**src/sv/rfrc_pkg.sv**
```systemverilog
`default_nettype none

package rfrc_pkg;

  localparam int unsigned MAX_SAMPLES_DEF = 65535;
  localparam int unsigned SMP_W = 8;
  localparam int unsigned STEP_W = SMP_W + 1;
  localparam int unsigned LEN_W = 17;
  localparam int unsigned EXT_W = 16;
  localparam int unsigned FLEN_W = 16;
  localparam int unsigned FRAC_BITS = 16;
  localparam int unsigned Q_BITS = FRAC_BITS + 1;
  localparam int unsigned QUEUE_DEPTH = 2;
  localparam int unsigned EXT_DIV = 100;
  localparam int unsigned EXT_IDX_W = 7;
  localparam int unsigned EXT_RECIP_W = 22;
  localparam int unsigned EXT_RECIP_SHIFT = 12;
  localparam logic [EXT_RECIP_W-1:0] EXT_RECIP = 22'd2684355;
  localparam int unsigned RUN_MIN = 3;
  localparam logic [Q_BITS-1:0] ONE_FIX = Q_BITS'(1) << FRAC_BITS;

  typedef struct packed {
    logic [LEN_W-1:0] flat;
    logic [LEN_W-1:0] ramp;
    logic [EXT_W-1:0] ext;
    logic             ovf;
  } rfrc_sum_t;

  function automatic logic [LEN_W-1:0] sat_add_len(input logic [LEN_W-1:0] a,
                                                   input logic [LEN_W-1:0] b);
    logic [LEN_W:0] s;
    s = {1'b0, a} + {1'b0, b};
    return s[LEN_W] ? '1 : s[LEN_W-1:0];
  endfunction

  function automatic logic [EXT_W-1:0] sat_inc_ext(input logic [EXT_W-1:0] a);
    logic [EXT_W:0] s;
    s = {1'b0, a} + (EXT_W+1)'(1);
    return s[EXT_W] ? '1 : s[EXT_W-1:0];
  endfunction

endpackage

`default_nettype wire

```
**src/sv/rfrc_if.sv**
```systemverilog
`default_nettype none

interface rfrc_smp_if import rfrc_pkg::*; ();
  logic             valid;
  logic             ready;
  logic [SMP_W-1:0] sample;
  logic             last_sample;

  modport source (output valid, output sample, output last_sample, input ready);
  modport sink (input valid, input sample, input last_sample, output ready);
endinterface

interface rfrc_res_if import rfrc_pkg::*; ();
  logic              valid;
  logic              ready;
  logic [LEN_W-1:0]  flat_total;
  logic [LEN_W-1:0]  ramp_total;
  logic [EXT_W-1:0]  extrema_total;
  logic [FLEN_W-1:0] frame_length;
  logic [Q_BITS-1:0] flat_fraction;
  logic [Q_BITS-1:0] peak_fraction;
  logic              length_overflow;

  modport source (output valid, output flat_total, output ramp_total,
                  output extrema_total, output frame_length, output flat_fraction,
                  output peak_fraction, output length_overflow, input ready);
  modport sink (input valid, input flat_total, input ramp_total,
                input extrema_total, input frame_length, input flat_fraction,
                input peak_fraction, input length_overflow, output ready);
endinterface

`default_nettype wire

```
**src/sv/ramp_flat_run_classifier.sv**
```systemverilog
// Channel  Dir  Contents                                   Request
// smp_i    in   sample, last_sample                        one byte sample
// res_o    out  totals, frame_length, fractions, overflow  one frame summary
//
// The front takes one sample per cycle while the queue is not full and ends
// a frame in the same cycle as its last sample, pushing a summary into a
// two-entry queue. The back turns a summary into a result through one load,
// 17 steps of the shared-shift divider lanes, one finish and the output hold.
// Input stalls only when the queue is full, i.e. short frames arrive faster
// than the back retires them, or res_o is stalled.
// Reset is asynchronous and clears the frame state, the queue and the back.
`default_nettype none

module ramp_flat_run_classifier import rfrc_pkg::*; #(
  parameter int unsigned MAX_SAMPLES = MAX_SAMPLES_DEF
) (
  input  wire logic clk_i,
  input  wire logic rst_ni,
  rfrc_smp_if.sink  smp_i,
  rfrc_res_if.source res_o
);

  localparam int unsigned CNT_W = $clog2(MAX_SAMPLES + 1);
  localparam int unsigned ENTRY_W = $bits(rfrc_sum_t) + CNT_W;

  logic             push, pop, full, empty;
  rfrc_sum_t        front_sum, back_sum;
  logic [CNT_W-1:0] front_cnt, back_cnt;

  rfrc_front #(.MAX_SAMPLES(MAX_SAMPLES)) u_front (
    .clk_i  (clk_i),
    .rst_ni (rst_ni),
    .smp_i  (smp_i),
    .full_i (full),
    .push_o (push),
    .sum_o  (front_sum),
    .cnt_o  (front_cnt)
  );

  rfrc_fifo #(.WIDTH(ENTRY_W), .DEPTH(QUEUE_DEPTH)) u_queue (
    .clk_i   (clk_i),
    .rst_ni  (rst_ni),
    .push_i  (push),
    .wdata_i ({front_sum, front_cnt}),
    .pop_i   (pop),
    .rdata_o ({back_sum, back_cnt}),
    .full_o  (full),
    .empty_o (empty)
  );

  rfrc_back #(.MAX_SAMPLES(MAX_SAMPLES)) u_back (
    .clk_i     (clk_i),
    .rst_ni    (rst_ni),
    .q_valid_i (!empty),
    .sum_i     (back_sum),
    .cnt_i     (back_cnt),
    .pop_o     (pop),
    .res_o     (res_o)
  );

  assert property (@(posedge clk_i) disable iff (!rst_ni) full |-> !push)
    else $error("Frame summary pushed into a full queue.");

  assert property (@(posedge clk_i) disable iff (!rst_ni) empty |-> !pop)
    else $error("Frame summary popped from an empty queue.");

  assert property (@(posedge clk_i) disable iff (!rst_ni) res_o.valid |-> !pop)
    else $error("Queue popped while a result is still waiting.");

  assert property (@(posedge clk_i) disable iff (!rst_ni) pop |=> !res_o.valid)
    else $error("Result shown before the division finished.");

endmodule

`default_nettype wire

```
**src/sv/rfrc_front.sv**
```systemverilog
`default_nettype none

module rfrc_front import rfrc_pkg::*; #(
  parameter int unsigned MAX_SAMPLES = MAX_SAMPLES_DEF,
  localparam int unsigned CNT_W = $clog2(MAX_SAMPLES + 1)
) (
  input  wire logic        clk_i,
  input  wire logic        rst_ni,
  rfrc_smp_if.sink         smp_i,
  input  wire logic        full_i,
  output logic             push_o,
  output rfrc_sum_t        sum_o,
  output logic [CNT_W-1:0] cnt_o
);

  logic [SMP_W-1:0]         prev_q, prev_d;
  logic [CNT_W-1:0]         seen_q, seen_d;
  logic                     is_ramp_q, is_ramp_d;
  logic signed [STEP_W-1:0] step_q, step_d;
  logic [LEN_W-1:0]         seg_len_q, seg_len_d;
  logic [LEN_W-1:0]         flat_q, flat_d;
  logic [LEN_W-1:0]         ramp_q, ramp_d;
  logic [EXT_W-1:0]         ext_q, ext_d;
  logic                     ovf_q, ovf_d;

  logic [SMP_W-1:0]         prev_t;
  logic [CNT_W-1:0]         seen_t;
  logic                     is_ramp_t;
  logic signed [STEP_W-1:0] step_t;
  logic [LEN_W-1:0]         seg_len_t, flat_t, ramp_t;
  logic [EXT_W-1:0]         ext_t;
  logic                     ovf_t;
  logic signed [STEP_W-1:0] diff;
  logic                     accept, take, match, reversal;

  assign smp_i.ready = !full_i;
  assign accept = smp_i.valid && smp_i.ready;
  assign push_o = accept && smp_i.last_sample;

  assign diff = $signed({1'b0, smp_i.sample}) - $signed({1'b0, prev_q});
  assign take = seen_q < CNT_W'(MAX_SAMPLES);
  assign match = (!is_ramp_q && diff == '0) || (is_ramp_q && diff == step_q);
  assign reversal = is_ramp_q &&
                    ((!step_q[STEP_W-1] && step_q != '0 && diff[STEP_W-1]) ||
                     (step_q[STEP_W-1] && !diff[STEP_W-1] && diff != '0));

  always_comb begin
    prev_t = prev_q;
    seen_t = seen_q;
    is_ramp_t = is_ramp_q;
    step_t = step_q;
    seg_len_t = seg_len_q;
    flat_t = flat_q;
    ramp_t = ramp_q;
    ext_t = ext_q;
    ovf_t = ovf_q;

    if (!take) begin
      ovf_t = 1'b1;
    end else begin
      if (seen_q == '0) begin
        seg_len_t = LEN_W'(1);
      end else if (seg_len_q <= LEN_W'(1)) begin
        is_ramp_t = diff != '0;
        step_t = diff;
        seg_len_t = LEN_W'(2);
      end else if (match) begin
        seg_len_t = sat_add_len(seg_len_q, LEN_W'(1));
      end else begin
        if (seg_len_q >= LEN_W'(RUN_MIN)) begin
          if (is_ramp_q) begin
            ramp_t = sat_add_len(ramp_q, seg_len_q);
          end else begin
            flat_t = sat_add_len(flat_q, seg_len_q);
          end
        end
        if (reversal) begin
          ext_t = sat_inc_ext(ext_q);
        end
        is_ramp_t = diff != '0;
        step_t = diff;
        seg_len_t = LEN_W'(2);
      end
      prev_t = smp_i.sample;
      seen_t = seen_q + CNT_W'(1);
    end

    // The open segment is closed at the end of the frame.
    sum_o.flat = flat_t;
    sum_o.ramp = ramp_t;
    sum_o.ext = ext_t;
    sum_o.ovf = ovf_t;
    if (seg_len_t >= LEN_W'(RUN_MIN)) begin
      if (is_ramp_t) begin
        sum_o.ramp = sat_add_len(ramp_t, seg_len_t);
      end else begin
        sum_o.flat = sat_add_len(flat_t, seg_len_t);
      end
    end
    cnt_o = seen_t;

    if (smp_i.last_sample) begin
      prev_d = '0;
      seen_d = '0;
      is_ramp_d = 1'b0;
      step_d = '0;
      seg_len_d = '0;
      flat_d = '0;
      ramp_d = '0;
      ext_d = '0;
      ovf_d = 1'b0;
    end else begin
      prev_d = prev_t;
      seen_d = seen_t;
      is_ramp_d = is_ramp_t;
      step_d = step_t;
      seg_len_d = seg_len_t;
      flat_d = flat_t;
      ramp_d = ramp_t;
      ext_d = ext_t;
      ovf_d = ovf_t;
    end
  end

  always_ff @(posedge clk_i or negedge rst_ni) begin
    if (!rst_ni) begin
      prev_q <= '0;
      seen_q <= '0;
      is_ramp_q <= 1'b0;
      step_q <= '0;
      seg_len_q <= '0;
      flat_q <= '0;
      ramp_q <= '0;
      ext_q <= '0;
      ovf_q <= 1'b0;
    end else if (accept) begin
      prev_q <= prev_d;
      seen_q <= seen_d;
      is_ramp_q <= is_ramp_d;
      step_q <= step_d;
      seg_len_q <= seg_len_d;
      flat_q <= flat_d;
      ramp_q <= ramp_d;
      ext_q <= ext_d;
      ovf_q <= ovf_d;
    end
  end

endmodule

`default_nettype wire

```
**src/sv/rfrc_fifo.sv**
```systemverilog
`default_nettype none

module rfrc_fifo #(
  parameter int unsigned WIDTH = 8,
  parameter int unsigned DEPTH = 2,
  localparam int unsigned PTR_W = (DEPTH > 1) ? $clog2(DEPTH) : 1,
  localparam int unsigned CNT_W = $clog2(DEPTH + 1)
) (
  input  wire logic             clk_i,
  input  wire logic             rst_ni,
  input  wire logic             push_i,
  input  wire logic [WIDTH-1:0] wdata_i,
  input  wire logic             pop_i,
  output logic [WIDTH-1:0]      rdata_o,
  output logic                  full_o,
  output logic                  empty_o
);

  logic [WIDTH-1:0] mem_q [DEPTH];
  logic [PTR_W-1:0] wr_ptr_q, rd_ptr_q;
  logic [CNT_W-1:0] count_q;

  assign full_o = count_q == CNT_W'(DEPTH);
  assign empty_o = count_q == '0;
  assign rdata_o = mem_q[rd_ptr_q];

  always_ff @(posedge clk_i) begin
    if (push_i) begin
      mem_q[wr_ptr_q] <= wdata_i;
    end
  end

  always_ff @(posedge clk_i or negedge rst_ni) begin
    if (!rst_ni) begin
      wr_ptr_q <= '0;
      rd_ptr_q <= '0;
      count_q <= '0;
    end else begin
      if (push_i) begin
        wr_ptr_q <= (wr_ptr_q == PTR_W'(DEPTH - 1)) ? '0 : wr_ptr_q + PTR_W'(1);
      end
      if (pop_i) begin
        rd_ptr_q <= (rd_ptr_q == PTR_W'(DEPTH - 1)) ? '0 : rd_ptr_q + PTR_W'(1);
      end
      if (push_i && !pop_i) begin
        count_q <= count_q + CNT_W'(1);
      end else if (pop_i && !push_i) begin
        count_q <= count_q - CNT_W'(1);
      end
    end
  end

endmodule

`default_nettype wire

```
**src/sv/rfrc_div_lane.sv**
```systemverilog
`default_nettype none

module rfrc_div_lane import rfrc_pkg::*; #(
  parameter int unsigned W = 18
) (
  input  wire logic         clk_i,
  input  wire logic         load_i,
  input  wire logic         step_i,
  input  wire logic [W-1:0] dividend_i,
  input  wire logic [W-1:0] divisor_i,
  output logic [Q_BITS-1:0] quot_o
);

  // Restoring division, one quotient bit per step. The dividend must stay
  // below twice the divisor, so the first bit is the integer part.
  logic [W-1:0]      rem_q, den_q, rem_sub;
  logic [Q_BITS-1:0] quot_q;
  logic              bit_set;

  assign bit_set = rem_q >= den_q;
  assign rem_sub = bit_set ? rem_q - den_q : rem_q;
  assign quot_o = quot_q;

  always_ff @(posedge clk_i) begin
    if (load_i) begin
      rem_q <= dividend_i;
      den_q <= divisor_i;
      quot_q <= '0;
    end else if (step_i) begin
      rem_q <= {rem_sub[W-2:0], 1'b0};
      quot_q <= {quot_q[Q_BITS-2:0], bit_set};
    end
  end

endmodule

`default_nettype wire

```
**src/sv/rfrc_back.sv**
```systemverilog
`default_nettype none

module rfrc_back import rfrc_pkg::*; #(
  parameter int unsigned MAX_SAMPLES = MAX_SAMPLES_DEF,
  localparam int unsigned CNT_W = $clog2(MAX_SAMPLES + 1),
  localparam int unsigned DIV_W = ((CNT_W > LEN_W) ? CNT_W : LEN_W) + 1
) (
  input  wire logic             clk_i,
  input  wire logic             rst_ni,
  input  wire logic             q_valid_i,
  input  wire rfrc_sum_t        sum_i,
  input  wire logic [CNT_W-1:0] cnt_i,
  output logic                  pop_o,
  rfrc_res_if.source            res_o
);

  typedef enum logic [3:0] {
    ST_IDLE = 4'b0001,
    ST_DIV  = 4'b0010,
    ST_FIN  = 4'b0100,
    ST_DONE = 4'b1000
  } rfrc_state_e;

  localparam int unsigned STEP_CNT_W = $clog2(Q_BITS + 1);
  localparam int unsigned EXT_PROD_W = EXT_IDX_W + EXT_RECIP_W;

  rfrc_state_e             state_q, state_d;
  logic [STEP_CNT_W-1:0]   step_q, step_d;
  rfrc_sum_t               sum_q;
  logic [CNT_W-1:0]        n_q;
  logic                    load, step;
  logic                    ext_big;
  logic [Q_BITS-1:0]       flat_quot, ramp_quot, ext_quot;
  logic [EXT_IDX_W-1:0]    ext_idx;
  logic [EXT_PROD_W-1:0]   ext_prod;
  logic [Q_BITS:0]         peak_sum;
  logic [31:0]             n_wide;

  logic [LEN_W-1:0]  flat_total_q, ramp_total_q;
  logic [EXT_W-1:0]  ext_total_q;
  logic [FLEN_W-1:0] frame_len_q;
  logic [Q_BITS-1:0] flat_frac_q, peak_frac_q;
  logic              ovf_q;

  always_comb begin
    state_d = state_q;
    step_d = step_q;
    load = 1'b0;
    step = 1'b0;
    pop_o = 1'b0;
    unique case (state_q)
      ST_IDLE: begin
        if (q_valid_i) begin
          pop_o = 1'b1;
          load = 1'b1;
          step_d = '0;
          state_d = ST_DIV;
        end
      end
      ST_DIV: begin
        step = 1'b1;
        step_d = step_q + STEP_CNT_W'(1);
        if (step_q == STEP_CNT_W'(Q_BITS - 1)) begin
          state_d = ST_FIN;
        end
      end
      ST_FIN: begin
        state_d = ST_DONE;
      end
      ST_DONE: begin
        if (res_o.ready) begin
          state_d = ST_IDLE;
        end
      end
      default: begin
        state_d = ST_IDLE;
      end
    endcase
  end

  always_ff @(posedge clk_i or negedge rst_ni) begin
    if (!rst_ni) begin
      state_q <= ST_IDLE;
      step_q <= '0;
    end else begin
      state_q <= state_d;
      step_q <= step_d;
    end
  end

  always_ff @(posedge clk_i) begin
    if (load) begin
      sum_q <= sum_i;
      n_q <= cnt_i;
    end
  end

  rfrc_div_lane #(.W(DIV_W)) u_flat_lane (
    .clk_i      (clk_i),
    .load_i     (load),
    .step_i     (step),
    .dividend_i (DIV_W'(sum_i.flat)),
    .divisor_i  (DIV_W'(cnt_i)),
    .quot_o     (flat_quot)
  );

  rfrc_div_lane #(.W(DIV_W)) u_ramp_lane (
    .clk_i      (clk_i),
    .load_i     (load),
    .step_i     (step),
    .dividend_i (DIV_W'(sum_i.ramp)),
    .divisor_i  (DIV_W'(cnt_i)),
    .quot_o     (ramp_quot)
  );

  // A hundred or more extrema alone fill the peak fraction. Below that the
  // reciprocal product gives floor(ext * 65536 / 100) exactly.
  assign ext_big = sum_q.ext >= EXT_W'(EXT_DIV);
  assign ext_idx = ext_big ? '0 : sum_q.ext[EXT_IDX_W-1:0];
  assign ext_prod = EXT_PROD_W'(ext_idx) * EXT_PROD_W'(EXT_RECIP);
  assign ext_quot = ext_prod[EXT_RECIP_SHIFT +: Q_BITS];
  assign peak_sum = {1'b0, ramp_quot} + {1'b0, ext_quot};
  assign n_wide = 32'(n_q);

  always_ff @(posedge clk_i) begin
    if (state_q == ST_FIN) begin
      frame_len_q <= (n_wide > 32'd65535) ? '1 : n_wide[FLEN_W-1:0];
      ovf_q <= sum_q.ovf;
      if (n_wide < 32'(RUN_MIN)) begin
        flat_total_q <= '0;
        ramp_total_q <= '0;
        ext_total_q <= '0;
        flat_frac_q <= '0;
        peak_frac_q <= '0;
      end else begin
        flat_total_q <= sum_q.flat;
        ramp_total_q <= sum_q.ramp;
        ext_total_q <= sum_q.ext;
        flat_frac_q <= (flat_quot > ONE_FIX) ? ONE_FIX : flat_quot;
        peak_frac_q <= (ext_big || peak_sum > {1'b0, ONE_FIX}) ? ONE_FIX
                                                              : peak_sum[Q_BITS-1:0];
      end
    end
  end

  assign res_o.valid = state_q == ST_DONE;
  assign res_o.flat_total = flat_total_q;
  assign res_o.ramp_total = ramp_total_q;
  assign res_o.extrema_total = ext_total_q;
  assign res_o.frame_length = frame_len_q;
  assign res_o.flat_fraction = flat_frac_q;
  assign res_o.peak_fraction = peak_frac_q;
  assign res_o.length_overflow = ovf_q;

endmodule

`default_nettype wire
```
**src/flat_wrapper.sv**
```systemverilog
// flat-port wrapper written by rule: the top's interface ports become plain ports
module ramp_flat_run_classifier_flat import rfrc_pkg::*;
#(
  parameter int unsigned MAX_SAMPLES = MAX_SAMPLES_DEF
)
  (clk_i, rst_ni, smp_i_valid, smp_i_sample, smp_i_last_sample, smp_i_ready, res_o_valid, res_o_flat_total, res_o_ramp_total, res_o_extrema_total, res_o_frame_length, res_o_flat_fraction, res_o_peak_fraction, res_o_length_overflow, res_o_ready);
  rfrc_smp_if smp_i_i ();
  rfrc_res_if res_o_i ();
  input  wire logic clk_i;
  input  wire logic rst_ni;
  input wire logic [$bits(smp_i_i.valid)-1:0] smp_i_valid;
  input wire logic [$bits(smp_i_i.sample)-1:0] smp_i_sample;
  input wire logic [$bits(smp_i_i.last_sample)-1:0] smp_i_last_sample;
  output wire logic [$bits(smp_i_i.ready)-1:0] smp_i_ready;
  output wire logic [$bits(res_o_i.valid)-1:0] res_o_valid;
  output wire logic [$bits(res_o_i.flat_total)-1:0] res_o_flat_total;
  output wire logic [$bits(res_o_i.ramp_total)-1:0] res_o_ramp_total;
  output wire logic [$bits(res_o_i.extrema_total)-1:0] res_o_extrema_total;
  output wire logic [$bits(res_o_i.frame_length)-1:0] res_o_frame_length;
  output wire logic [$bits(res_o_i.flat_fraction)-1:0] res_o_flat_fraction;
  output wire logic [$bits(res_o_i.peak_fraction)-1:0] res_o_peak_fraction;
  output wire logic [$bits(res_o_i.length_overflow)-1:0] res_o_length_overflow;
  input wire logic [$bits(res_o_i.ready)-1:0] res_o_ready;
  assign smp_i_i.valid = smp_i_valid;
  assign smp_i_i.sample = smp_i_sample;
  assign smp_i_i.last_sample = smp_i_last_sample;
  assign smp_i_ready = smp_i_i.ready;
  assign res_o_valid = res_o_i.valid;
  assign res_o_flat_total = res_o_i.flat_total;
  assign res_o_ramp_total = res_o_i.ramp_total;
  assign res_o_extrema_total = res_o_i.extrema_total;
  assign res_o_frame_length = res_o_i.frame_length;
  assign res_o_flat_fraction = res_o_i.flat_fraction;
  assign res_o_peak_fraction = res_o_i.peak_fraction;
  assign res_o_length_overflow = res_o_i.length_overflow;
  assign res_o_i.ready = res_o_ready;
  ramp_flat_run_classifier #(.MAX_SAMPLES(MAX_SAMPLES)) u_core (.clk_i(clk_i), .rst_ni(rst_ni), .smp_i(smp_i_i), .res_o(res_o_i));
endmodule
```
**config.mk**
```make
export PLATFORM = sky130hd
export DESIGN_NAME = ramp_flat_run_classifier_flat
export DESIGN_NICKNAME = d
export VERILOG_FILES = /design/src/sv/rfrc_pkg.sv /design/src/sv/rfrc_if.sv /design/src/sv/ramp_flat_run_classifier.sv /design/src/sv/rfrc_front.sv /design/src/sv/rfrc_fifo.sv /design/src/sv/rfrc_div_lane.sv /design/src/sv/rfrc_back.sv /design/src/flat_wrapper.sv
export SDC_FILE = /design/constraint.sdc
export NUM_CORES = 1
export LEC_CHECK = 0
export CAP_MARGIN = 0
export CORE_ASPECT_RATIO = 0.8
export CORE_MARGIN = 10
export CORE_UTILIZATION = 65
export DETAILED_ROUTE_END_ITERATION = 6
export DONT_BUFFER_PORTS = 1
export GPL_TIMING_DRIVEN = 0
export PLACE_DENSITY = 0.81
export SLEW_MARGIN = 40
export SYNTH_ARGS = -nofsm -noshare
export SYNTH_HDL_FRONTEND = slang
export SYNTH_SLANG_ARGS = --single-unit
export TNS_END_PERCENT = 1
```
**constraint.sdc**
```tcl
create_clock -name clk_i -period 10.4 [get_ports clk_i]
set_clock_uncertainty 0.2 [all_clocks]
set_input_delay 0.52 -clock clk_i [delete_from_list [all_inputs] [get_ports clk_i]]
set_output_delay 0.52 -clock clk_i [all_outputs]
set_load 0.02 [all_outputs]
```
== After elaboration in Yosys (flattened, before gate mapping) ==
Memory sizes are Yosys's and may differ from the RTL's.
Cells that the tools add are included.

* Register bits after elaboration: 353
* Bits in latches: 0
* Memory bits (writable): 134
* Memory bits (read-only): 0
* Output and inout bits: 103
* Word-level logic and storage cells: 184
* Memories: 1

{| class="wikitable"
|+ Memory list
! name !! words !! bits a word !! read ports !! clocked after memory_dff !! write ports !! RTL line !! source
|-
| u_core.u_queue.mem_q || 2 || 67 || 1 || 0 || 1 || rfrc_fifo.sv:19 || <nowiki>logic [WIDTH-1:0] mem_q [DEPTH];</nowiki>
|}

* $add $sub $neg: 16
* Multipliers: 1
* Divide/modulo/power cells: 0
* Magnitude comparators: 11
* Eq/ne operators: 12
* Shifts and indexed selects: 0
* Muxes and demuxes: 74
* Bitwise gates (word level): 0
* Reductions and logical operators: 35

{| class="wikitable"
|+ Operators with widths
! cell !! number
|-
| 17-bit 2-to-1 mux || 34
|-
| 16-bit 2-to-1 mux || 9
|-
| 17-bit by 17-bit adder with 18-bit output || 5
|-
| 9-bit 2-to-1 mux || 5
|-
| 18-bit by 16-bit >= comparator with 1-bit output || 2
|-
| 17-bit by 2-bit >= comparator with 1-bit output, second input constant || 2
|-
| 34-bit 2-to-1 mux || 1
|-
| 17-bit by 16-bit subtractor with 17-bit output || 2
|-
| 7-bit by 22-bit multiplier with 29-bit output, second input constant || 1
|-
| 17-bit by 1-bit adder with 18-bit output, second input constant || 1
|-
| 18-bit by 17-bit > comparator with 1-bit output, second input constant || 1
|-
| 9-bit nonzero test || 2
|-
| 16-bit by 1-bit adder with 17-bit output, second input constant || 1
|-
| 17-bit > comparator, second input constant || 1
|-
| 17-bit by 1-bit <= comparator with 1-bit output, second input constant || 1
|-
| 16-bit by 1-bit adder with 16-bit output, second input constant || 1
|-
| 16-bit by 7-bit >= comparator with 1-bit output, second input constant || 1
|-
| 16-bit > comparator, second input constant || 1
|-
| 16-bit logical NOT || 1
|-
| 16-bit < comparator, second input constant || 1
|-
| 16-bit by 2-bit < comparator with 1-bit output, second input constant || 1
|-
| 8-bit 2-to-1 mux || 2
|-
| 4-bit case mux with 4 select lines || 1
|-
| 1-bit 2-to-1 mux || 14
|-
| 30 further kinds || 58
|}

== Longest topological paths before layout ==
Gate-level depths: netlist of run 1.

* Word-level depth: 12
* Depth in mapped cells: 33
* Gate-level depth less buffers: 32

== Modules after synthesis ==
A second synthesis of run 1 with hierarchy kept.

* Cells, all modules: 2,783
* Area, all modules: 30,843.3 sq um

{| class="wikitable"
|+ By module, submodules not included
! module !! instances !! cells an instance !! area each (sq um) !! sequential area each (sq um)
|-
| rfrc_front || 1 || 1,303 || 10,406.2 || 2,552.4
|-
| rfrc_back || 1 || 704 || 9,297.7 || 5,271.3
|-
| rfrc_div_lane || 2 || 275 || 3,011.6 || 1,421.4
|-
| rfrc_fifo || 1 || 225 || 5,112.4 || 4,124.0
|-
| ramp_flat_run_classifier || 1 || 1 || 3.8 || 0.0
|}

== Worst setup path before layout of run 1 ==
Ideal clock, no wire load.

* Path type: register to register
* Start: register u_core.u_back.state_q[1]
* End: register u_core.u_back.ext_total_q[0], in the netlist u_core.u_back.res_o.extrema_total[0] (enable)
* Arrival: 7,384 ps
* Data required time: 9,515 ps
* Path slack: 2,132 ps
* Cell stages (with the launch flop): 3
* Path buffers: 1
* Cells stage by stage: dfrtp_1 > clkbuf_1 > nor3_1

* Word-level cells in the longest chain between the ends: 1

{| class="wikitable"
|+ Ends and longest elaborated chain
! what !! RTL line !! source
|-
| start, declared || rfrc_back.sv:27 || <nowiki>rfrc_state_e state_q, state_d;</nowiki>
|-
| start signal, assigned || rfrc_back.sv:86 || <nowiki>state_q <= state_d;</nowiki>
|-
| 4-bit by 3-bit == test with 1-bit output || rfrc_back.sv:126 || <nowiki>if (state_q == ST_FIN) begin</nowiki>
|-
| end signal, assigned || rfrc_back.sv:138 || <nowiki>ext_total_q <= sum_q.ext;</nowiki>
|-
| end, declared || rfrc_back.sv:40 || <nowiki>logic [EXT_W-1:0] ext_total_q;</nowiki>
|}

No other way between the ends.
A chain may end at the register's enable or synchronous reset.

== Worst setup path in the final report of run 1 ==
* Start: register u_core.u_back.sum_q[4] in the netlist's numbering
* End: register u_core.u_back.peak_frac_q[2], in the netlist u_core.u_back.res_o.peak_fraction[2] (data pin)

* Word-level cells in the longest chain between the ends: 7

{| class="wikitable"
|+ Ends and longest elaborated chain
! what !! RTL line !! source
|-
| start, declared || rfrc_back.sv:29 || <nowiki>rfrc_sum_t sum_q;</nowiki>
|-
| start signal, assigned || rfrc_back.sv:93 || <nowiki>sum_q <= sum_i;</nowiki>
|-
| 16-bit by 7-bit >= comparator with 1-bit output || rfrc_back.sv:118 || <nowiki>assign ext_big = sum_q.ext >= EXT_W'(EXT_DIV);</nowiki>
|-
| 7-bit 2-to-1 mux || rfrc_back.sv:119 || <nowiki>assign ext_idx = ext_big ? '0 : sum_q.ext[EXT_IDX_W-1:0];</nowiki>
|-
| 7-bit by 22-bit multiplier with 29-bit output || rfrc_back.sv:120 || <nowiki>assign ext_prod = EXT_PROD_W'(ext_idx) * EXT_PROD_W'(EXT_RECIP);</nowiki>
|-
| 17-bit by 17-bit adder with 18-bit output || rfrc_back.sv:122 || <nowiki>assign peak_sum = {1'b0, ramp_quot} + {1'b0, ext_quot};</nowiki>
|-
| 18-bit by 17-bit > comparator with 1-bit output || rfrc_back.sv:140 || <nowiki>peak_frac_q <= (ext_big || peak_sum > {1'b0, ONE_FIX}) ? ONE_FIX</nowiki>
|-
| 1-bit logical OR || rfrc_back.sv:140 ||
|-
| 2-bit OR reduction (no source line) || -- ||
|-
| end signal, assigned || rfrc_back.sv:140 ||
|-
| end, declared || rfrc_back.sv:42 || <nowiki>logic [Q_BITS-1:0] flat_frac_q, peak_frac_q;</nowiki>
|}

Several ways; a longest one is shown, not always the timed one.

==> results of run 1 <==
## stage by stage
step                util, %  setup TNS, ns  worst slack [ns]
detailed placement    67.89              0             1.116
CTS                   72.13              0             1.100
floorplan                 -              0             2.132
finish                72.13              0            0.9211
global placement      67.28         -73.55           -0.7476
global route          72.13              0            0.3801
## routing by layer
metal	GRT usage, %	vias to the layer above
met5	0	-
met3	5.949	227
li1	-	10210
met2	45.80	1215
met4	10.96	0
met1	40.60	10950
## area by class of cell
cell class                      instances  area (um2)  share of cell area, %
Buffer                                118       513.0                  1.609
Tap cell                              603       754.5                  2.366
Sequential cell                       487       13690                  42.94
Clock inverter                         29       422.9                  1.326
Multi-Input combinational cell       1992       14270                  44.76
Clock buffer                           61        1321                  4.144
Inverter                              145       544.3                  1.707
Timing Repair Buffer                   33       367.9                  1.154
## final timing paths
path	slack [ns]	depth (start not counted)	startpoint	to
min reg2reg	0.26	2	u_core.u_back.u_ramp_lane.quot_o[8]	u_core.u_back.u_ramp_lane.quot_o[9]
max	0.92	29	u_core.u_back.sum_q[4]	u_core.u_back.res_o.peak_fraction[2]
max in group asynchronous	9.13	2	rst_ni	u_core.u_queue.rd_ptr_q
max reg2reg	0.92	29	u_core.u_back.sum_q[4]	u_core.u_back.res_o.peak_fraction[2]
min in group asynchronous	0.36	2	rst_ni	u_core.u_front.step_q[2]
min	0.07	3	smp_i_sample[0]	u_core.u_front.step_q[0]
## worst min-delay path: stages
cell	delay [ns]
inv_1	0.04
ha_1	0.18
o21ai_0	0.09
## synthesized netlist by cell type, drive strengths merged, types with 40 or more instances
| master | n | share of area [%] |
|---|---|---|
| a21oi | 143 | 2.5 |
| o21ai | 156 | 2.7 |
| inv | 145 | 1.9 |
| ha | 206 | 8.9 |
| xnor2 | 85 | 2.6 |
| clkbuf | 88 | 1.1 |
| nor2 | 210 | 2.7 |
| mux2i | 41 | 1.4 |
| nand3 | 79 | 1.4 |
| dfrtp | 114 | 9.8 |
| a22o | 51 | 1.5 |
| nor3 | 54 | 0.95 |
| and2 | 92 | 2.0 |
| mux2 | 83 | 3.2 |
| a21o | 40 | 1.0 |
| nand2 | 227 | 3.0 |
| edfxtp | 336 | 35 |
## logic make-up after synthesis
logic type / synth area share, %
flip-flops: 47.23
XOR/XNOR: 3.842
adder cells (fa/ha/maj): 11.17
buffers and inverters: 3.626
AND/OR/NAND/NOR: 14.73
AO/OA/AOI/OAI: 14.76
multiplexers: 4.641
## power by group through the flow
| stage | combinational [mW] | clock [mW] | sequential, mW |
|---|---|---|---|
| 5_1_grt | 3.32 | 2.01 | 2.89 |
| 3_5_place_dp | 2.94 | 0 | 2.89 |
| 3_3_place_gp | 2.78 | 0 | 2.90 |
| 2_1_floorplan | 2.12 | 0 | 2.81 |
| 4_1_cts | 2.99 | 1.93 | 2.86 |
| 6_report | 3.05 | 1.92 | 2.87 |
## flip-flops by register name (all words and copies together) (netlist names), 17 cells and up
signal                             cells
u_core.u_back.sum_q                   51
u_core.u_back.res_o.flat_fraction     17
u_core.u_back.res_o.peak_fraction     17
u_core.u_back.res_o.flat_total        17
u_core.u_back.res_o.ramp_total        17
u_core.u_front.ramp_q                 17
u_core.u_front.flat_q                 17
u_core.u_back.u_ramp_lane.rem_q       18
u_core.u_back.u_flat_lane.rem_q       18
u_core.u_back.u_ramp_lane.quot_o      17
u_core.u_queue.mem_q                 134
u_core.u_back.u_flat_lane.quot_o      17
u_core.u_front.seg_len_q              17
==> metrics.cfg, run 1 <==
[outcome]
status = completed

[yosys]
ys_ff_latch = 487
synth_ff_type = edfxtp_1
syn_area_per_cell_um2 = 10.57
synth_fp_nets = 2994
synth_cells = 2742
seq_area_frac_synth_pct = 47.23
synth_warnings = 0
netlist_area_um2 = 28980
async_reset_ff_share_pct = 23.61
synth_edf_count = 336
synth_cell_types = 101

[placed_design]
gp_congestion = 0.9501
numPortBuffers = 0
dp_cells = 3367
placed_area_um2 = 30010
dpl.hpwl_um = 59270

[drt]
wl_um = 80240
highest_layer = met4
drt_iter0_drc = 2598
antenna_left = 0
vias = 22610
wire_per_inst_um = 23.14
wl_met1_um = 33220
avgViaCountPerCell = 6.518
drc = 0
dr.pass1.iters = 7
route.met3.wl_um = 8165
dr_wl_met2_um = 35700

[cells_and_area]
n_antenna_cell = 0
final_layout_size_suffix_gt1_share_pct = 8.551
layout_common_cells = 336 x edfxtp_1, 226 x nand2_1, 210 x nor2_1
nets = 3077
fillers = 3154
finalNonFillerCells = 3468
layout_commonest_cell = edfxtp_1
syn2layout_area_growth_pct = 10.01
final_cell_area_um2 = 31880

[clock_tree]
cts.clk_slew.worst_paths_ns = 0.07
cts_tree = built
clock_latency_ns = 0.62
numClockSinks = 487
postCtsHoldBufs = 11
cts-buffers-inserted = 48
clk_path_buf_depth = 3
htree_levels = 2
cts_setup_buffers = 0
root_buffer = clkbuf_16
cts_resized = 0

[pwr]
seqPwrFrac_pct = 36.6
combPwrFrac_pct = 39.0
p_per_area_nw_per_um2 = 245.9
finalPower_mw = 7.840
switchingPower_mw = 2.943
swShare_pct = 37.54
p_int_mw = 4.897
vdd_drop_max_mv = 0.1813
p_leak_nw = 13.69
clkPwrFrac_pct = 24.5

[timing]
min_period_over_period_pct = 91.14
setup_viol = 0
hold_viol_final = 0
slew_headroom_pct = 38.46
maxSlewViolCount = 0
hold-worst-slack_ns = 0.06844
worst_pin_slew_ns = 0.9134
rsz0062_at_grt = false
finalCriticalPeriod_ns = 9.479
fmax_mhz = 105.5

[global_route]
antenna_found_initial = 1
grt.overflow.total = 0
grt_pass1_vias = 22030
grt_first_pass_wirelength_um = 125600
grt_usage_pct = 29.54
grt_max_degree = 116

[floorplanning]
num_rows = 69
io_pins = 116
die_area_um2 = 53490
die_width_um = 256.1
core_um2 = 44200
die_h_um = 208.9
start_util_pct = 65.57

[worst_setup_path]
crit_arrival_ns = 9.60
cpPeakStageDelay_ns = 0.60
required_ns = 10.52
cp_slowest_cell = or4_1
worst-path-buf-inv = 4
cp_common_cell = fa_1
worst_setup_path_start_kind = register
critPathKind = register to register
cp_max_fo = 10
cp_top_family = compound AO/OA/AOI/OAI gates
endpoint_kind = register

[flow_run]
max_cap_viol_count = 0

[worst_hold_path]
min_path_type = primary input to register

(Power assumes the default switching activity.)
==> inputs of run 2 (changes only) <==
CORE_MARGIN = 8   (was 10)
==> run 2 against run 1 <==
  * Count of clock-buffer cells in the layout decreased by 6
  * Non-clock buffer count unchanged
  * Wire length decreased by 2.8%
  * Largest cell class unchanged
  * Largest power group unchanged
==> metrics.cfg, run 2 (synthesized netlist as in run 1, its figures left out) <==
[outcome]
status = completed

[worst_hold_path]
min_path_type = primary input to register
holdPathStages = 3  ; unchanged
min_to = u_core.u_front.step_q[0]
min_from = smp_i_sample[0]

[floorplanning]
num_rows = 69  ; unchanged
die_h_um = 204.9  ; -1.9%
die_area_um2 = 51640  ; -3.4%
core_um2 = 44200  ; unchanged
start_util_pct = 65.57  ; unchanged
io_pins = 116  ; unchanged
die_width_um = 252.1  ; -1.6%

[pwr]
p_leak_nw = 13.67  ; -0.15%
clkPwrFrac_pct = 23.9  ; -0.6 points
seqPwrFrac_pct = 37.0  ; +0.4 points
swShare_pct = 37.42  ; -0.12 points
p_int_mw = 4.831  ; -1.3%
vdd_drop_max_mv = 0.1762  ; -2.8%
switchingPower_mw = 2.889  ; -1.9%
p_per_area_nw_per_um2 = 242.6  ; -1.3%
combPwrFrac_pct = 39.2  ; +0.2 points

[timing]
worst_pin_slew_ns = 0.9431  ; +0.02969 ns
hold_viol_final = 0  ; unchanged
maxSlewViolCount = 0  ; unchanged
rsz0062_at_grt = false
fmax_mhz = 106.6  ; +1.1%
slew_headroom_pct = 36.46  ; -2.0 points
finalCriticalPeriod_ns = 9.377  ; -0.1021 ns
fin_tns_setup_ns = 0  ; unchanged
min_period_over_period_pct = 90.16  ; -0.98 points
setup_viol = 0  ; unchanged

[global_route]
grt_first_pass_wirelength_um = 122000  ; -2.8%
grt_max_degree = 116  ; unchanged
grt_usage_pct = 30.00  ; +0.46 points
antenna_found_initial = 1  ; unchanged
grt_pass1_vias = 21630  ; -1.8%
grt.overflow.total = 0  ; unchanged

[clock_tree]
cts_setup_buffers = 0  ; unchanged
htree_levels = 2  ; unchanged
postCtsHoldBufs = 11  ; unchanged
numClockSinks = 487  ; unchanged
cts-buffers-inserted = 48  ; unchanged
root_buffer = clkbuf_16
clk_path_buf_depth = 3  ; unchanged
cts_tree = built
cts_resized = 0  ; unchanged
cts.clk_slew.worst_paths_ns = 0.08  ; about the same
clock_latency_ns = 0.62  ; about the same

[placed_design]
dpl.hpwl_um = 58550  ; -1.2%
gp_congestion = 0.9585  ; +0.88%
numPortBuffers = 0  ; unchanged

[drt]
antenna_left = 0  ; unchanged
drt_iter0_drc = 2569  ; -1.1%
avgViaCountPerCell = 6.428  ; -1.4%
dr.pass1.iters = 6  ; -1
drc = 0  ; unchanged
vias = 22290  ; -1.4%
wire_per_inst_um = 22.48  ; -2.8%
wl_um = 77960  ; -2.8%

[worst_setup_path]
cp_slowest_cell = or4_1
rr_endpoint = u_core.u_back.res_o.peak_fraction[5]
endpoint_kind = register
ff2ff_path_depth = 29  ; unchanged
r2r_slack_ns = 1.02  ; +0.10 ns
required_ns = 10.52  ; about the same
cp_common_cell = fa_1
cpPeakStageDelay_ns = 0.60  ; about the same
worst_setup_path_start_kind = register
cp_max_fo = 10  ; unchanged
rr_startpoint = u_core.u_back.sum_q[4]
critPathKind = register to register
crit_arrival_ns = 9.50  ; -0.10 ns

[flow_run]
max_cap_viol_count = 0  ; unchanged

[cells_and_area]
largest_register_ffs = 134  ; unchanged
utilization_pct = 71.98  ; -0.15 points
top_register = u_core.u_queue.mem_q
reg.largest.list = u_core.u_queue.mem_q: 134 flops, u_core.u_back.sum_q: 51 flops
syn2layout_area_growth_pct = 9.774
layout_common_cells = 336 x edfxtp_1, 226 x nand2_1, 210 x nor2_1
n_antenna_cell = 0  ; unchanged
multi_input_area_um2 = 14270  ; unchanged
final-seq-area_um2 = 13690  ; unchanged
nets = 3077  ; unchanged
layout_commonest_cell = edfxtp_1
final_layout_size_suffix_gt1_share_pct = 8.447  ; -0.10 points
fillers = 3191  ; +1.2%

run 2: final cells by class:
class	count	area share (%)
flip-flops and latches	487	43.03
clock buffers	55	3.921
inverters	145	1.711
clock inverters	35	1.302
multi-input cells	1992	44.85
well taps	603	2.371
plain buffers	118	1.612
repair buffers	33	1.203
run 2: power groups by stage:
stage	Sequential [mW]	Combinational, mW	Clock [mW]
floorplan	2.81	2.12	0
global placement	2.90	2.79	0
detailed placement	2.88	2.93	0
CTS	2.85	2.97	1.87
global route	2.89	3.30	1.94
finish	2.85	3.02	1.84
run 2: worst max-delay path by stage:
| stage | slack [ns] | end | startpoint | cells after the start |
|---|---|---|---|---|
| floorplan | 2.13 | u_core.u_back.res_o.extrema_total[0] | u_core.u_back.state_q[1] | 2 |
| global placement | -0.48 | u_core.u_back.res_o.ramp_total[3] | u_core.u_back.state_q[1] | 2 |
| detailed placement | 1.23 | u_core.u_back.res_o.peak_fraction[5] | u_core.u_back.sum_q[3] | 29 |
| CTS | 1.07 | u_core.u_back.res_o.peak_fraction[5] | u_core.u_back.sum_q[4] | 29 |
| global route | 0.31 | u_core.u_back.res_o.peak_fraction[5] | u_core.u_back.sum_q[4] | 29 |
| finish | 1.02 | u_core.u_back.res_o.peak_fraction[5] | u_core.u_back.sum_q[4] | 29 |
run 2: through the flow:
step | cell area [um2] | hold slack, ns | setup WS, ns | instances | total power [mW]
6_report | 31820 | 0.05556 | 1.023 | 3468 | 7.720
5_1_grt | 31820 | 0.08628 | 0.3136 | 3468 | 8.128
4_1_cts | 31810 | 0.03713 | 1.069 | 3468 | 7.691
3_5_place_dp | 30020 | 0.03072 | 1.227 | 3367 | 5.809
3_3_place_gp | 29740 | 0.03162 | -0.4786 | 3345 | 5.684
2_1_floorplan | 28980 | 0.02441 | 2.132 | 2742 | 4.935
run 2: critical path, delay by kind of cell, from the launching register on:
family | cells | cell delay (ns)
AO/OA/AOI/OAI | 10 | 3.01
XOR/XNOR | 2 | 0.28
adder cells (fa/ha/maj) | 6 | 2.60
buffers and inverters | 4 | 0.85
flip-flops | 1 | 0.42
AND/OR/NAND/NOR | 7 | 1.75
run 2: per-layer routing:
metal / vias up / wire length, um / track usage, % / part of all wire [%]
met5: - / 0 / 0 / 0
met4: 0 / 2736 / 10.67 / 3.5
met3: 194 / 7527 / 6.618 / 9.7
met2: 1092 / 34460 / 46.16 / 44
met1: 10800 / 33230 / 41.83 / 43
li1: 10210 / - / - / -
==> inputs of run 3 (changes only) <==
CORE_UTILIZATION = 44   (was 65)
PLACE_DENSITY = default   (was 0.81)
==> run 3 against run 2 <==
  * Critical path type unchanged
  * Global-route usage down 9.3 points
  * Non-clock buffer count down 1
  * Sequential power about the same
  * Highest routed layer is now met5
  * Clock power about the same
  * Design area up 1.0%
  * Wire length up 0.25%
==> metrics.cfg, run 3 (synthesized netlist as in run 1, its figures left out) <==
[cells_and_area]
reg.largest.list = u_core.u_queue.mem_q: 134 flops, u_core.u_back.sum_q: 51 flops
final_layout_size_suffix_gt1_share_pct = 8.403  ; -0.044 points
syn2layout_area_growth_pct = 10.90
nets = 3078  ; +0.032%
layout_common_cells = 336 x edfxtp_1, 226 x nand2_1, 210 x nor2_1
finalNonFillerCells = 3728  ; +7.5%
largest_register_ffs = 134  ; unchanged
top_register = u_core.u_queue.mem_q
utilization_pct = 49.09  ; -23 points
n_antenna_cell = 0  ; unchanged
layout_commonest_cell = edfxtp_1

[floorplanning]
num_rows = 84  ; +22%
die_h_um = 245.6  ; +20%
core_um2 = 65480  ; +48%
start_util_pct = 44.26  ; -21 points
die_area_um2 = 74390  ; +44%
io_pins = 116  ; unchanged
die_width_um = 302.9  ; +20%

[drt]
wire_per_inst_um = 20.96  ; -6.7%
drt_iter0_drc = 1485  ; -42%
vias = 21480  ; -3.6%
drc = 0  ; unchanged
antenna_left = 0  ; unchanged
dr.pass1.iters = 5  ; -1
avgViaCountPerCell = 5.762  ; -10%
wl_um = 78150  ; +0.25%

[timing]
rsz0062_at_grt = false
slew_headroom_pct = 43.30  ; +6.8 points
fin_ws_ns = 0.9153  ; -0.1079 ns
fin_tns_setup_ns = 0  ; unchanged
hold-worst-slack_ns = 0.06607  ; +0.01051 ns
setup_viol = 0  ; unchanged
hold_viol_final = 0  ; unchanged
fmax_mhz = 105.4  ; -1.1%
worst_pin_slew_ns = 0.8415  ; -0.1016 ns
finalCriticalPeriod_ns = 9.485  ; +0.1079 ns
min_period_over_period_pct = 91.20  ; +1.0 points
maxSlewViolCount = 0  ; unchanged

[worst_setup_path]
crit_arrival_ns = 9.62  ; +0.12 ns
cpPeakStageDelay_ns = 0.62  ; +0.02 ns
critPathKind = register to register
cp_common_cell = fa_1
cp_max_fo = 10  ; unchanged
worst_setup_path_start_kind = register
required_ns = 10.53  ; about the same
ff2ff_path_depth = 29  ; unchanged
cp_slowest_cell = or4_1
endpoint_kind = register

[clock_tree]
clock_latency_ns = 0.62  ; about the same
cts-buffers-inserted = 50  ; +4.2%
numClockSinks = 487  ; unchanged
cts_resized = 0  ; unchanged
htree_levels = 2  ; unchanged
clk_path_buf_depth = 3  ; unchanged
cts_setup_buffers = 0  ; unchanged
cts.clk_slew.worst_paths_ns = 0.06  ; -0.02 ns
cts_tree = built
postCtsHoldBufs = 11  ; unchanged
root_buffer = clkbuf_16

[outcome]
status = completed

[global_route]
grt_first_pass_wirelength_um = 121200  ; -0.69%
grt_usage_pct = 20.67  ; -9.3 points
grt.overflow.total = 0  ; unchanged
antenna_found_initial = 2  ; +1
grt_max_degree = 116  ; unchanged
grt_pass1_vias = 20710  ; -4.3%

[pwr]
p_per_area_nw_per_um2 = 238.0  ; -1.9%
p_leak_nw = 13.67  ; about the same
vdd_drop_max_mv = 0.1349  ; -23%

[flow_run]
max_cap_viol_count = 0  ; unchanged

[placed_design]
dp_cells = 3623  ; +7.6%
dp_slack_ns = 1.025  ; -0.2016 ns
numPortBuffers = 0  ; unchanged
dpl.hpwl_um = 60130  ; +2.7%
gp_congestion = 0.9232  ; -3.7%

[worst_hold_path]
holdPathStages = 3  ; unchanged
min_path_type = primary input to register

## run 3: cell types whose count changed in the layout (fill, tap and decap cells not counted), moves of 2 or more
cell / delta
buf_2: -2
clkbuf_8: +2
inv_6: -3
clkbuf_1: +5
bufinv_16: -3
buf_6: +2
clkbuf_16: +4
## run 3: worst paths after layout
path                                        start  slack (ns)                                   end
min in group asynchronous                  rst_ni        0.31           u_core.u_front.seg_len_q[6]
setup reg to reg           u_core.u_back.sum_q[4]        0.92  u_core.u_back.res_o.peak_fraction[7]
max in group asynchronous                  rst_ni        9.11              u_core.u_front.seen_q[6]
hold / removal                    smp_i_sample[0]        0.07              u_core.u_front.step_q[0]
hold reg to reg            u_core.u_back.sum_q[0]        0.22   u_core.u_back.res_o.length_overflow
setup / recovery           u_core.u_back.sum_q[4]        0.92  u_core.u_back.res_o.peak_fraction[7]
## run 3: layout make-up
type | instances | area [um2]
fillers | 5889 | 33340
multi-input cells | 1992 | 14270
flip-flops and latches | 487 | 13690
clock buffers | 66 | 1394
well taps | 860 | 1076
inverters | 145 | 544.3
plain buffers | 118 | 511.7
repair buffers | 32 | 367.9
clock inverters | 28 | 282.8
## run 3: power by group
group / internal (mW) / total, mW / switching [mW]
registers: 2.64 / 2.87 / 0.234
logic: 1.12 / 2.94 / 1.81
clock network: 1.05 / 1.84 / 0.789
## run 3: routing by layer
metal | part of all wire (%) | GRT usage, % | up-vias | wire length, um
met5 | 0.017 | 0 | - | 13
li1 | - | - | 10200 | -
met3 | 5.9 | 3.220 | 106 | 4647
met1 | 47 | 29.56 | 10550 | 36680
met2 | 45 | 32.84 | 619 | 35220
met4 | 2.0 | 4.897 | 2 | 1589
## run 3: critical path, delay by kind of cell (launching register included)
kind | cells | cell delay [ns]
AO/OA/AOI/OAI | 10 | 3.02
adder cells (fa/ha/maj) | 6 | 2.57
flip-flops | 1 | 0.44
XOR/XNOR | 2 | 0.28
buffers and inverters | 4 | 0.82
AND/OR/NAND/NOR | 7 | 1.89
## run 3: through the flow
| stage | total power [mW] | cell area [um2] |
|---|---|---|
| after floorplan | 4.935 | 28980 |
| after global placement | 5.735 | 30060 |
| after detailed placement | 5.798 | 30330 |
| after CTS | 7.682 | 32130 |
| after global routing | 8.112 | 32140 |
| final | 7.649 | 32140 |
